`config.mk`:
```
export PLATFORM = sky130hd
export DESIGN_NAME = ism_ctrl_flat
export DESIGN_NICKNAME = d
export VERILOG_FILES = /design/src/ism_pkg.sv /design/src/ism_in_if.sv /design/src/ism_out_if.sv /design/src/ism_addr_gen.sv /design/src/ism_ctrl.sv /design/src/flat_wrapper.sv
export SDC_FILE = /design/constraint.sdc
export NUM_CORES = 1
export LEC_CHECK = 0
export ABC_AREA = 1
export BUFFER_PORTS_ARGS = -buffer_cell sky130_fd_sc_hd__buf_4
export CAP_MARGIN = 10
export CORE_MARGIN = 1
export CORE_UTILIZATION = 40
export CTS_CLUSTER_DIAMETER = 30
export DETAILED_ROUTE_END_ITERATION = 6
export SLEW_MARGIN = 20
export SYNTH_ARGS = -nofsm -noshare
export SYNTH_HDL_FRONTEND = slang
export SYNTH_SLANG_ARGS = --single-unit
```
`constraint.sdc`:
```
create_clock -name clk -period 5.25 [get_ports clk]
set_input_delay 0.2625 -clock clk [delete_from_list [all_inputs] [get_ports clk]]
set_output_delay 0.2625 -clock clk [all_outputs]
set_load 0.01 [all_outputs]
```
`src/ism_pkg.sv`:
```
`timescale 1ns / 1ps
`default_nettype none
// ----------------------------------------------------------------------------
// Ising Metropolis spin update: shared package
// Lattice geometry, derived widths, reciprocal constants for the row/column
// split, field widths, codes and the types shared between the modules.
// ----------------------------------------------------------------------------
package ism_pkg;

  // Lattice geometry.
  localparam int SIDE_LENGTH = 64;
  localparam int SITE_COUNT  = SIDE_LENGTH * SIDE_LENGTH;
  localparam int ADDR_W      = $clog2(SITE_COUNT);
  localparam int XY_W        = $clog2(SIDE_LENGTH);

  // The row is site * RECIP >> DIV_SHIFT, exact for every site below 2**ADDR_W.
  localparam int DIV_SHIFT = ADDR_W + XY_W;
  localparam int RECIP_W   = ADDR_W + 2;
  localparam int RECIP     = (2 ** DIV_SHIFT + SIDE_LENGTH - 1) / SIDE_LENGTH;
  localparam int PROD_W    = ADDR_W + RECIP_W;

  // Internal totals are kept exactly: energy spans +/- 2N, the spin sum +/- N.
  localparam int ENERGY_W     = ADDR_W + 3;
  localparam int MSUM_W       = ADDR_W + 2;
  localparam int ENERGY_RESET = -2 * SITE_COUNT;
  localparam int MSUM_RESET   = SITE_COUNT;

  // Port field widths.
  localparam int SITE_IDX_W = 12;
  localparam int FRAC_W     = 32;
  localparam int DE_W       = 5;
  localparam int OUT_E_W    = 15;
  localparam int OUT_M_W    = 14;
  localparam int CFG_IDX_W  = 4;
  localparam int CFG_DATA_W = 32;

  // Item modes.
  localparam logic MODE_TRIAL = 1'b0;
  localparam logic MODE_SET   = 1'b1;

  // Configuration register indexes.
  localparam logic [CFG_IDX_W-1:0] CFG_IDX_THR_DE4 = CFG_IDX_W'(0);
  localparam logic [CFG_IDX_W-1:0] CFG_IDX_THR_DE8 = CFG_IDX_W'(1);

  typedef enum logic [3:0] {
    ST_CLEAR,
    ST_IDLE,
    ST_DIVY,
    ST_DIVX,
    ST_LEFT,
    ST_RIGHT,
    ST_UP,
    ST_DOWN,
    ST_SUM,
    ST_COMMIT
  } ism_state_t;

  typedef enum logic [2:0] {
    NB_SITE,
    NB_LEFT,
    NB_RIGHT,
    NB_UP,
    NB_DOWN
  } nbr_sel_t;

  typedef struct packed {
    logic              we;
    logic [ADDR_W-1:0] addr;
    logic              wdata;
  } ram_req_t;

endpackage
`default_nettype wire

```
`src/ism_in_if.sv`:
```
`timescale 1ns / 1ps
`default_nettype none
// ----------------------------------------------------------------------------
// Ising Metropolis spin update: input channel
// Valid/ready channel carrying one trial or set item.
// ----------------------------------------------------------------------------
interface ism_in_if;
  logic                               valid;
  logic                               ready;
  logic                               mode;
  logic [ism_pkg::SITE_IDX_W-1:0]     site_index;
  logic [ism_pkg::FRAC_W-1:0]         random_fraction;
  logic                               new_spin;

  modport source(output valid, mode, site_index, random_fraction, new_spin, input ready);
  modport sink(input valid, mode, site_index, random_fraction, new_spin, output ready);
endinterface
`default_nettype wire

```
`src/ism_out_if.sv`:
```
`timescale 1ns / 1ps
`default_nettype none
// ----------------------------------------------------------------------------
// Ising Metropolis spin update: result channel
// Valid/ready channel carrying one result per item.
// ----------------------------------------------------------------------------
interface ism_out_if;
  logic                                valid;
  logic                                ready;
  logic                                flipped;
  logic signed [ism_pkg::DE_W-1:0]     energy_change;
  logic signed [ism_pkg::OUT_E_W-1:0]  total_energy;
  logic signed [ism_pkg::OUT_M_W-1:0]  magnet_sum;

  modport source(output valid, flipped, energy_change, total_energy, magnet_sum, input ready);
  modport sink(input valid, flipped, energy_change, total_energy, magnet_sum, output ready);
endinterface
`default_nettype wire

```
`src/ism_addr_gen.sv`:
```
`timescale 1ns / 1ps
`default_nettype none
// ----------------------------------------------------------------------------
// Ising Metropolis spin update: neighbor address generator
// Splits the site into a registered row, then a registered column, and forms
// the periodic neighbor addresses with one add and a wrap select.
// ----------------------------------------------------------------------------
module ism_addr_gen (
  input  wire logic                       clk,
  input  wire logic [ism_pkg::ADDR_W-1:0] site,
  input  wire logic                       load_y,
  input  wire logic                       load_x,
  input  wire ism_pkg::nbr_sel_t          sel,
  output logic      [ism_pkg::ADDR_W-1:0] addr
);

  localparam int AW  = ism_pkg::ADDR_W;
  localparam int XW  = ism_pkg::XY_W;
  localparam int PW  = ism_pkg::PROD_W;

  localparam logic [PW-1:0] RECIP_C   = PW'(ism_pkg::RECIP);
  localparam logic [AW-1:0] SIDE_A    = AW'(ism_pkg::SIDE_LENGTH);
  localparam logic [AW:0]   SIDE_W    = (AW + 1)'(ism_pkg::SIDE_LENGTH);
  localparam logic [AW:0]   SIDE_M1_W = (AW + 1)'(ism_pkg::SIDE_LENGTH - 1);
  localparam logic [AW:0]   WRAP_W    = (AW + 1)'(ism_pkg::SITE_COUNT - ism_pkg::SIDE_LENGTH);
  localparam logic [AW:0]   ONE_W     = (AW + 1)'(1);
  localparam logic [XW-1:0] LAST_XY   = XW'(ism_pkg::SIDE_LENGTH - 1);

  logic [XW-1:0] y_r, y_nxt;
  logic [XW-1:0] x_r, x_nxt;
  logic [PW-1:0] prod;
  logic [AW-1:0] row_base;
  logic [AW-1:0] col_full;
  logic [AW:0]   site_w;
  logic [AW:0]   addr_w;

  always_comb begin
    prod     = PW'(site) * RECIP_C;
    row_base = AW'(AW'(y_r) * SIDE_A);
    col_full = site - row_base;
    y_nxt    = load_y ? prod[ism_pkg::DIV_SHIFT +: XW] : y_r;
    x_nxt    = load_x ? col_full[XW-1:0] : x_r;
  end

  always_ff @(posedge clk) begin
    y_r <= y_nxt;
    x_r <= x_nxt;
  end

  always_comb begin
    site_w = {1'b0, site};
    case (sel)
      ism_pkg::NB_LEFT:  addr_w = (x_r == '0) ? site_w + SIDE_M1_W : site_w - ONE_W;
      ism_pkg::NB_RIGHT: addr_w = (x_r == LAST_XY) ? site_w - SIDE_M1_W : site_w + ONE_W;
      ism_pkg::NB_UP:    addr_w = (y_r == '0) ? site_w + WRAP_W : site_w - SIDE_W;
      ism_pkg::NB_DOWN:  addr_w = (y_r == LAST_XY) ? site_w - WRAP_W : site_w + SIDE_W;
      default:           addr_w = site_w;
    endcase
    addr = addr_w[AW-1:0];
  end

endmodule
`default_nettype wire

```
`src/ism_ctrl.sv`:
```
`timescale 1ns / 1ps
`default_nettype none
// ----------------------------------------------------------------------------
// Ising Metropolis spin update: sequencer and datapath
// Clears the lattice after reset, then walks each on-lattice item through the
// site read, four neighbor reads, the acceptance decision and the write-back,
// keeping the running energy and spin sum and the result register.
// ----------------------------------------------------------------------------
module ism_ctrl (
  input  wire logic                           clk,
  input  wire logic                           rst_n,
  ism_in_if.sink                              in_bus,
  ism_out_if.source                           out_bus,
  input  wire logic [ism_pkg::FRAC_W-1:0]     thr_de4,
  input  wire logic [ism_pkg::FRAC_W-1:0]     thr_de8,
  output ism_pkg::ram_req_t                   ram_req,
  input  wire logic                           ram_rdata
);

  localparam int AW = ism_pkg::ADDR_W;
  localparam int EW = ism_pkg::ENERGY_W;
  localparam int MW = ism_pkg::MSUM_W;

  localparam logic [AW-1:0]        LAST_ADDR = AW'(ism_pkg::SITE_COUNT - 1);
  localparam logic signed [MW-1:0] TWO_M     = MW'(2);

  ism_pkg::ism_state_t state_r, state_nxt;

  logic [AW-1:0]                   clr_cnt_r, clr_cnt_nxt;
  logic signed [EW-1:0]            energy_r, energy_nxt;
  logic signed [MW-1:0]            msum_r, msum_nxt;
  logic                            out_valid_r, out_valid_nxt;

  logic                            mode_r, mode_nxt;
  logic [AW-1:0]                   site_r, site_nxt;
  logic                            in_range_r, in_range_nxt;
  logic [ism_pkg::FRAC_W-1:0]      rnd_r, rnd_nxt;
  logic                            want_r, want_nxt;
  logic                            spin_r, spin_nxt;
  logic [2:0]                      cnt_r, cnt_nxt;
  logic                            out_flipped_r, out_flipped_nxt;
  logic signed [ism_pkg::DE_W-1:0]    out_de_r, out_de_nxt;
  logic signed [ism_pkg::OUT_E_W-1:0] out_energy_r, out_energy_nxt;
  logic signed [ism_pkg::OUT_M_W-1:0] out_msum_r, out_msum_nxt;

  ism_pkg::nbr_sel_t               sel;
  logic                            load_y;
  logic                            load_x;
  logic [AW-1:0]                   gen_addr;

  logic signed [5:0]               de_up;
  logic signed [5:0]               de_w;
  logic                            de_le0;
  logic [ism_pkg::FRAC_W-1:0]      thr_sel;
  logic                            trial_ok;
  logic                            changed;
  logic signed [EW-1:0]            energy_upd;
  logic signed [MW-1:0]            msum_upd;

  ism_addr_gen u_addr_gen (
    .clk    (clk),
    .site   (site_r),
    .load_y (load_y),
    .load_x (load_x),
    .sel    (sel),
    .addr   (gen_addr)
  );

  // Flip cost from the count of up neighbors: dE = 2*s*(2*count - 4).
  always_comb begin
    de_up    = $signed({1'b0, cnt_r, 2'b00}) - 6'sd8;
    de_w     = spin_r ? de_up : -de_up;
    de_le0   = de_w[5] || (de_w == 6'sd0);
    thr_sel  = (de_w == 6'sd4) ? thr_de4 : thr_de8;
    trial_ok = de_le0 || (rnd_r < thr_sel);
    if (mode_r == ism_pkg::MODE_SET) begin
      changed = in_range_r && (spin_r != want_r);
    end else begin
      changed = in_range_r && trial_ok;
    end
    energy_upd = changed ? energy_r + EW'(de_w) : energy_r;
    if (!changed) begin
      msum_upd = msum_r;
    end else if (spin_r) begin
      msum_upd = msum_r - TWO_M;
    end else begin
      msum_upd = msum_r + TWO_M;
    end
  end

  always_comb begin
    state_nxt       = state_r;
    clr_cnt_nxt     = clr_cnt_r;
    energy_nxt      = energy_r;
    msum_nxt        = msum_r;
    out_valid_nxt   = out_valid_r && !out_bus.ready;
    mode_nxt        = mode_r;
    site_nxt        = site_r;
    in_range_nxt    = in_range_r;
    rnd_nxt         = rnd_r;
    want_nxt        = want_r;
    spin_nxt        = spin_r;
    cnt_nxt         = cnt_r;
    out_flipped_nxt = out_flipped_r;
    out_de_nxt      = out_de_r;
    out_energy_nxt  = out_energy_r;
    out_msum_nxt    = out_msum_r;
    sel             = ism_pkg::NB_SITE;
    load_y          = 1'b0;
    load_x          = 1'b0;
    in_bus.ready    = 1'b0;
    ram_req.we      = 1'b0;
    ram_req.addr    = gen_addr;
    ram_req.wdata   = 1'b1;

    case (state_r)
      ism_pkg::ST_CLEAR: begin
        // Every spin starts at +1.
        ram_req.we   = 1'b1;
        ram_req.addr = clr_cnt_r;
        clr_cnt_nxt  = clr_cnt_r + AW'(1);
        if (clr_cnt_r == LAST_ADDR) begin
          state_nxt = ism_pkg::ST_IDLE;
        end
      end
      ism_pkg::ST_IDLE: begin
        in_bus.ready = 1'b1;
        if (in_bus.valid) begin
          mode_nxt     = in_bus.mode;
          site_nxt     = AW'(in_bus.site_index);
          in_range_nxt = 32'(in_bus.site_index) < ism_pkg::SITE_COUNT;
          rnd_nxt      = in_bus.random_fraction;
          want_nxt     = in_bus.new_spin;
          state_nxt    = in_range_nxt ? ism_pkg::ST_DIVY : ism_pkg::ST_COMMIT;
        end
      end
      ism_pkg::ST_DIVY: begin
        load_y    = 1'b1;
        state_nxt = ism_pkg::ST_DIVX;
      end
      ism_pkg::ST_DIVX: begin
        spin_nxt  = ram_rdata;
        load_x    = 1'b1;
        state_nxt = ism_pkg::ST_LEFT;
      end
      ism_pkg::ST_LEFT: begin
        sel       = ism_pkg::NB_LEFT;
        state_nxt = ism_pkg::ST_RIGHT;
      end
      ism_pkg::ST_RIGHT: begin
        sel       = ism_pkg::NB_RIGHT;
        cnt_nxt   = {2'b00, ram_rdata};
        state_nxt = ism_pkg::ST_UP;
      end
      ism_pkg::ST_UP: begin
        sel       = ism_pkg::NB_UP;
        cnt_nxt   = cnt_r + {2'b00, ram_rdata};
        state_nxt = ism_pkg::ST_DOWN;
      end
      ism_pkg::ST_DOWN: begin
        sel       = ism_pkg::NB_DOWN;
        cnt_nxt   = cnt_r + {2'b00, ram_rdata};
        state_nxt = ism_pkg::ST_SUM;
      end
      ism_pkg::ST_SUM: begin
        cnt_nxt   = cnt_r + {2'b00, ram_rdata};
        state_nxt = ism_pkg::ST_COMMIT;
      end
      ism_pkg::ST_COMMIT: begin
        // Wait here while the previous result has not been transferred.
        if (!out_valid_r || out_bus.ready) begin
          ram_req.we      = changed;
          ram_req.wdata   = ~spin_r;
          energy_nxt      = energy_upd;
          msum_nxt        = msum_upd;
          out_valid_nxt   = 1'b1;
          out_flipped_nxt = changed;
          out_de_nxt      = changed ? de_w[ism_pkg::DE_W-1:0] : '0;
          out_energy_nxt  = ism_pkg::OUT_E_W'(energy_upd);
          out_msum_nxt    = ism_pkg::OUT_M_W'(msum_upd);
          state_nxt       = ism_pkg::ST_IDLE;
        end
      end
      default: begin
        state_nxt = ism_pkg::ST_IDLE;
      end
    endcase
  end

  always_ff @(posedge clk) begin
    if (!rst_n) begin
      state_r     <= ism_pkg::ST_CLEAR;
      clr_cnt_r   <= '0;
      energy_r    <= EW'(ism_pkg::ENERGY_RESET);
      msum_r      <= MW'(ism_pkg::MSUM_RESET);
      out_valid_r <= 1'b0;
    end else begin
      state_r     <= state_nxt;
      clr_cnt_r   <= clr_cnt_nxt;
      energy_r    <= energy_nxt;
      msum_r      <= msum_nxt;
      out_valid_r <= out_valid_nxt;
    end
  end

  always_ff @(posedge clk) begin
    mode_r        <= mode_nxt;
    site_r        <= site_nxt;
    in_range_r    <= in_range_nxt;
    rnd_r         <= rnd_nxt;
    want_r        <= want_nxt;
    spin_r        <= spin_nxt;
    cnt_r         <= cnt_nxt;
    out_flipped_r <= out_flipped_nxt;
    out_de_r      <= out_de_nxt;
    out_energy_r  <= out_energy_nxt;
    out_msum_r    <= out_msum_nxt;
  end

  assign out_bus.valid         = out_valid_r;
  assign out_bus.flipped       = out_flipped_r;
  assign out_bus.energy_change = out_de_r;
  assign out_bus.total_energy  = out_energy_r;
  assign out_bus.magnet_sum    = out_msum_r;

endmodule
`default_nettype wire

```
`src/flat_wrapper.sv`:
```
// flat-port wrapper written by rule: the top's interface ports become plain ports
module ism_ctrl_flat 
  (clk, rst_n, thr_de4, thr_de8, ram_req, ram_rdata, in_bus_valid, in_bus_mode, in_bus_site_index, in_bus_random_fraction, in_bus_new_spin, in_bus_ready, out_bus_valid, out_bus_flipped, out_bus_energy_change, out_bus_total_energy, out_bus_magnet_sum, out_bus_ready);
  ism_in_if in_bus_i ();
  ism_out_if out_bus_i ();
  input  wire logic clk;
  input  wire logic rst_n;
  input  wire logic [ism_pkg::FRAC_W-1:0] thr_de4;
  input  wire logic [ism_pkg::FRAC_W-1:0] thr_de8;
  output ism_pkg::ram_req_t ram_req;
  input  wire logic ram_rdata;
  input wire logic [$bits(in_bus_i.valid)-1:0] in_bus_valid;
  input wire logic [$bits(in_bus_i.mode)-1:0] in_bus_mode;
  input wire logic [$bits(in_bus_i.site_index)-1:0] in_bus_site_index;
  input wire logic [$bits(in_bus_i.random_fraction)-1:0] in_bus_random_fraction;
  input wire logic [$bits(in_bus_i.new_spin)-1:0] in_bus_new_spin;
  output wire logic [$bits(in_bus_i.ready)-1:0] in_bus_ready;
  output wire logic [$bits(out_bus_i.valid)-1:0] out_bus_valid;
  output wire logic [$bits(out_bus_i.flipped)-1:0] out_bus_flipped;
  output wire logic [$bits(out_bus_i.energy_change)-1:0] out_bus_energy_change;
  output wire logic [$bits(out_bus_i.total_energy)-1:0] out_bus_total_energy;
  output wire logic [$bits(out_bus_i.magnet_sum)-1:0] out_bus_magnet_sum;
  input wire logic [$bits(out_bus_i.ready)-1:0] out_bus_ready;
  assign in_bus_i.valid = in_bus_valid;
  assign in_bus_i.mode = in_bus_mode;
  assign in_bus_i.site_index = in_bus_site_index;
  assign in_bus_i.random_fraction = in_bus_random_fraction;
  assign in_bus_i.new_spin = in_bus_new_spin;
  assign in_bus_ready = in_bus_i.ready;
  assign out_bus_valid = out_bus_i.valid;
  assign out_bus_flipped = out_bus_i.flipped;
  assign out_bus_energy_change = out_bus_i.energy_change;
  assign out_bus_total_energy = out_bus_i.total_energy;
  assign out_bus_magnet_sum = out_bus_i.magnet_sum;
  assign out_bus_i.ready = out_bus_ready;
  ism_ctrl u_core (.clk(clk), .rst_n(rst_n), .in_bus(in_bus_i), .out_bus(out_bus_i), .thr_de4(thr_de4), .thr_de8(thr_de8), .ram_req(ram_req), .ram_rdata(ram_rdata));
endmodule
```
; ---- After elaboration in Yosys (flattened, before gate mapping)
; Index checks and enable logic that the tools add are counted.
[classes]
addsub = 16
magnitude_cmp = 1
eq_ne = 21
mux = 27
n_bitwise = 1
reduce_logical = 15
[ops]
columns = op, count
row1 = $mux 12, 5
row2 = $pmux 12 s4, 1
row3 = $pmux 4 s10, 1
row4 = $lt 32x32->1, 1
row5 = $mux 32, 1
row6 = $mux 14, 2
row7 = $add 12x1->12 const B, 2
row8 = $logic_not 6->1, 3
row9 = $eq 4x3->1 const B, 4
row10 = $add 15x6->15, 1
row11 = $mux 15, 1
row12 = $add 14x3->14 const B, 1
row13 = $sub 14x3->14 const B, 1
row14 = $add 12x12->12 const B, 1
row15 = $add 12x6->12 const B, 1
row16 = $add 12x7->12 const B, 1
row17 = $eq 12x12->1 const B, 1
row18 = $eq 6x6->1 const B, 2
row19 = $mux 4, 3
row20 = $pmux 3 s4, 1
row21 = $sub 12x1->12 const B, 1
row22 = $sub 12x12->12 const B, 1
row23 = $sub 12x6->12 const B, 1
row24 = $sub 12x7->12 const B, 1
row25 = other kinds (27), 43
[word_totals]
register_bits = 143

; ---- Logic depth before layout (Yosys ltp)
[logic_depth]
ltp_word = 10
mapped_depth = 28
ltp_nobuf = 26

; ---- By module
; From an unflattened synthesis, not the netlist that was laid out.
[hier_totals]
hier_cells = 972
hier_area_um2 = 8262.9
[by_module_without_submodules]
columns = module, instances, cells_per_inst, area_per_inst_um2, seq_area_each_um2
row1 = ism_ctrl, 1, 771, 6975.4, 3263.1
row2 = ism_addr_gen, 1, 201, 1287.5, 180.2

; ---- Worst setup path after synthesis
; No wires, ideal clock.
[synth_path]
path_kind = flip-flop to output port
from = register u_core.spin_r
to = output ram_req[13] (netlist name)
arrival_time_ps = 3441
required_time_ps = 4988
setup_slack_ps = 1546
stages_incl_launch_ff = 21
path_cell_list = edfxtp_1 > buf_6 > inv_2 > nand3_1 > nand2_2 > inv_2 > nand2_2 > buf_1 > mux2i_1 > ha_1 > a21oi_1 > o21ai_0 > nand3_1 > a21oi_1 > a2111oi_0 > nand2_1 > nand2_2 > buf_6 > nand3_4 > buf_6 > nand2_1
[synth_lines]
columns = item, line
row1 = "start, declared", ism_ctrl.sv:39  ; logic spin_r, spin_nxt;
row2 = "start signal, assigned", ism_ctrl.sv:212  ; spin_r <= spin_nxt;
row3 = "end, declared", flat_wrapper.sv:10  ; output ism_pkg::ram_req_t ram_req;

==> impl_metrics.toml <==
[logic_synthesis]
netlist_area_um2 = 7971
synth-async-reset-ratio_pct = 0
synthXorXnorAreaFrac_pct = 3.846
ys_ff_latch = 129
netlist_top_cells_count = "nand2_1 (187), inv_1 (107), nor2_1 (98)"
synthAdderAreaFrac_pct = 12.62
synth_most_common_cell = "nand2_1"
syn_inst = 915
synth_compound_gate_area_share_pct = 10.05
synth_cell_types = 49
synth_flop_cell = "edfxtp_1"
synth_area_leaders = "edfxtp_1 (32%), ha_1 (12%), dfxtp_1 (11%), nand2_1 (8.8%), inv_1 (5.0%)"
synth_top_area_share_pct = 32.40
seq_area_frac_synth_pct = 43.20
ys_warn_count = 0
yosys.area_share.simple_pct = 18.82
synth_top_family_by_area = "simple AND/OR/NAND/NOR gates"
yosysTopAreaCell = "edfxtp_1"
syn_avg_cell_area_um2 = 8.712
synth_edf_count = 86
synthMuxAreaShare_pct = 4.034

[routing]
dr.pass1.iters = 5
drtIter0Drc = 386
viasPerCell = 4.856
drt-total-wl_mm = 18.78
vias = 6570
drc = 0
antenna_left = 0
post_drt_wl_per_cell_um = 13.88

[placement]
routabilityCongestion = 0.8313
dp_slack_ns = 0.6213
dp_cells = 1321
numPortBuffers = 160
place_hpwl_mm = 13.98

[die]
pin_count = 166
start_util_pct = 40.82
dieHeight_um = 143.2
rows = 51
dieArea_um2 = 20500
core_area_um2 = 19530
die_w_um = 143.2

[power_and_ir_drop]
p_per_area_nw_per_um2 = 235.6
vdd_ir_drop_max_mv = 0.2287
power.leakage_nw = 4.598

[sta]
fin_skew_ns = 0.007832
slew_viol_final = 0
slew_headroom_pct = 44.79
rsz0062_at_grt = "no"
finalCriticalPeriod_ns = 4.726
fmax_ghz = 0.2116
hold_viol = 0
setup_viol = 0
tightest_slew_ns = 0.8230
totalNegativeSetupSlack_ns = 0
fin_crit_sh_pct = 90.02
finalWorstSetupSlack_ns = 0.5242

[final_layout]
fin_cells = 1353
fillers = 1849
antennaDiodeCount = 0
nNetsFinal = 1268
syn2layout_area_growth_pct = 25.21
drive_gt1_share_pct = 19.76

[global_routing]
antenna_found_initial = 0
grt_max_degree = 54
grt_pass1_vias = 6145
overflow = 0
grt_first_pass_wirelength_mm = 29.53
track_usage_pct = 18.74

[cts]
cts_made_buffers = 17
clock-sinks = 129
clk_pin_slew_worst_paths_ns = 0.06
cts_tree = "built"
h-tree-depth = 4
root_buffer = "clkbuf_16"
clock_latency_ns = 0.41
post_cts_buffers = 0
cts-root-to-sink-buffers = 2

[critical_path]
end_kind = "primary output"
path_max_fanout = 30
path_class = "flip-flop to primary output"
worst_setup_path_start_kind = "flip-flop"
worst_ep_arrival_time_ns = 4.46
critical_path_required_ns = 4.99

[worst_hold_path]
hold_class = "input port to flip-flop"

[flow_run]
maxCapViolations = 0

[status]
status = "finished clean"
area by class of cell:
class	count	area (um2)	area share [%]
inverter	111	416.7	4.175
timing repair buffer	166	1246	12.49
clock inverter	15	143.9	1.442
multi-input combinational	650	3974	39.81
tap	265	331.6	3.322
clock buffer	17	425.4	4.262
sequential	129	3443	34.50
through the flow:
| step | power (mW) | util, % | instance area [um2] | hold WS (ns) |
|---|---|---|---|---|
| floorplan | 1.150 | - | 7986 | 0.3614 |
| global placement | 1.228 | 48.17 | 9407 | 0.4405 |
| detailed placement | 1.229 | 48.17 | 9407 | 0.4418 |
| CTS | 2.382 | 51.09 | 9976 | 0.0005157 |
| global route | 2.429 | 51.12 | 9981 | 0.0007646 |
| finish | 2.351 | 51.12 | 9981 | 0.01942 |
registers in the layout (all words and copies together) (netlist names):
name and cells:
u_core.want_r 1, u_core.out_bus.energy_change 3, u_core.energy_r 13, u_core.msum_r 13, u_core.site_r 12, u_core.rnd_r 32, u_core.u_addr_gen.x_r 6, u_core.out_bus.magnet_sum 13
u_core.out_bus.valid 1, u_core.clr_cnt_r 12, u_core.out_bus.flipped 1, u_core.mode_r 1, u_core.spin_r 1, u_core.state_r 4, u_core.cnt_r 3, u_core.out_bus.total_energy 13
logic make-up (layout without fill, tap and decap cells):
| family | Yosys count | after routing |
|---|---|---|
| buffers and inverters | 140 | 309 |
| AO/OA/AOI/OAI | 143 | 143 |
| other | 1 | 5 |
| multiplexers | 32 | 32 |
| AND/OR/NAND/NOR | 357 | 357 |
| XOR/XNOR | 35 | 35 |
| adder cells (fa/ha/maj) | 78 | 78 |
| flip-flops | 129 | 129 |
report_power, final:
part / switching, mW / total [mW] / internal (mW)
registers: 0.00180 / 1.08 / 1.08
logic: 0.0492 / 0.125 / 0.0762
clock network: 0.452 / 1.14 / 0.693
total: 0.503 / 2.35 / 1.85
path summary, 6_finish.rpt:
path / startpoint / slack [ns] / endpoint / cells past startpoint
worst max register to register: u_core.cnt_r[1] / 1.06 / u_core.out_bus.magnet_sum[12] / 19
worst min-delay path: in_bus_site_index[10] / 0.02 / u_core.site_r[10] / 1
worst max-delay path: u_core.cnt_r[1] / 0.52 / ram_req[13] / 18
worst min register to register: u_core.clr_cnt_r[11] / 0.48 / u_core.clr_cnt_r[11] / 2
cells in the final DEF (no fill, tap or decap), types with 6 or more instances in the layout:
cell,n
nand3_1,18
ha_1,74
o21ai_0,41
mux2i_1,31
edfxtp_1,86
dfxtp_1,43
inv_1,107
o21ai_1,6
clkbuf_16,17
nor2_1,96
a21oi_1,65
nand2_1,187
nand4_1,23
xnor2_1,13
buf_4,166
nor3_1,13
xor2_1,22
worst max-delay path, stage by stage (launching register included):
cell	delay, ns
edfxtp_1	0.44
ha_1	0.22
nand2_1	0.08
nand3_1	0.08
nand2_2	0.25
inv_2	0.09
nand2_4	0.34
mux2i_1	0.24
ha_1	0.26
a21oi_1	0.14
o21ai_0	0.09
nand3_1	0.08
a21oi_1	0.06
a2111oi_0	0.39
nand2_1	0.15
nand2_2	0.35
nand3_4	0.42
nand2_1	0.19
buf_4	0.14
per-layer routing:
metal	track usage [%]	vias to the layer above	routed length (um)
met1	24.44	2993	8703
met2	31.45	156	8868
met4	5.942	0	231
met5	0	-	0
li1	-	3405	-
met3	3.186	16	974
repair_timing:
action,CTS,global route
hold endpoints to repair,0,0
resized for setup,0,1
setup endpoints to repair,0,1
hold buffers,0,0
No activity file was read; power rests on OpenSTA's default activity.
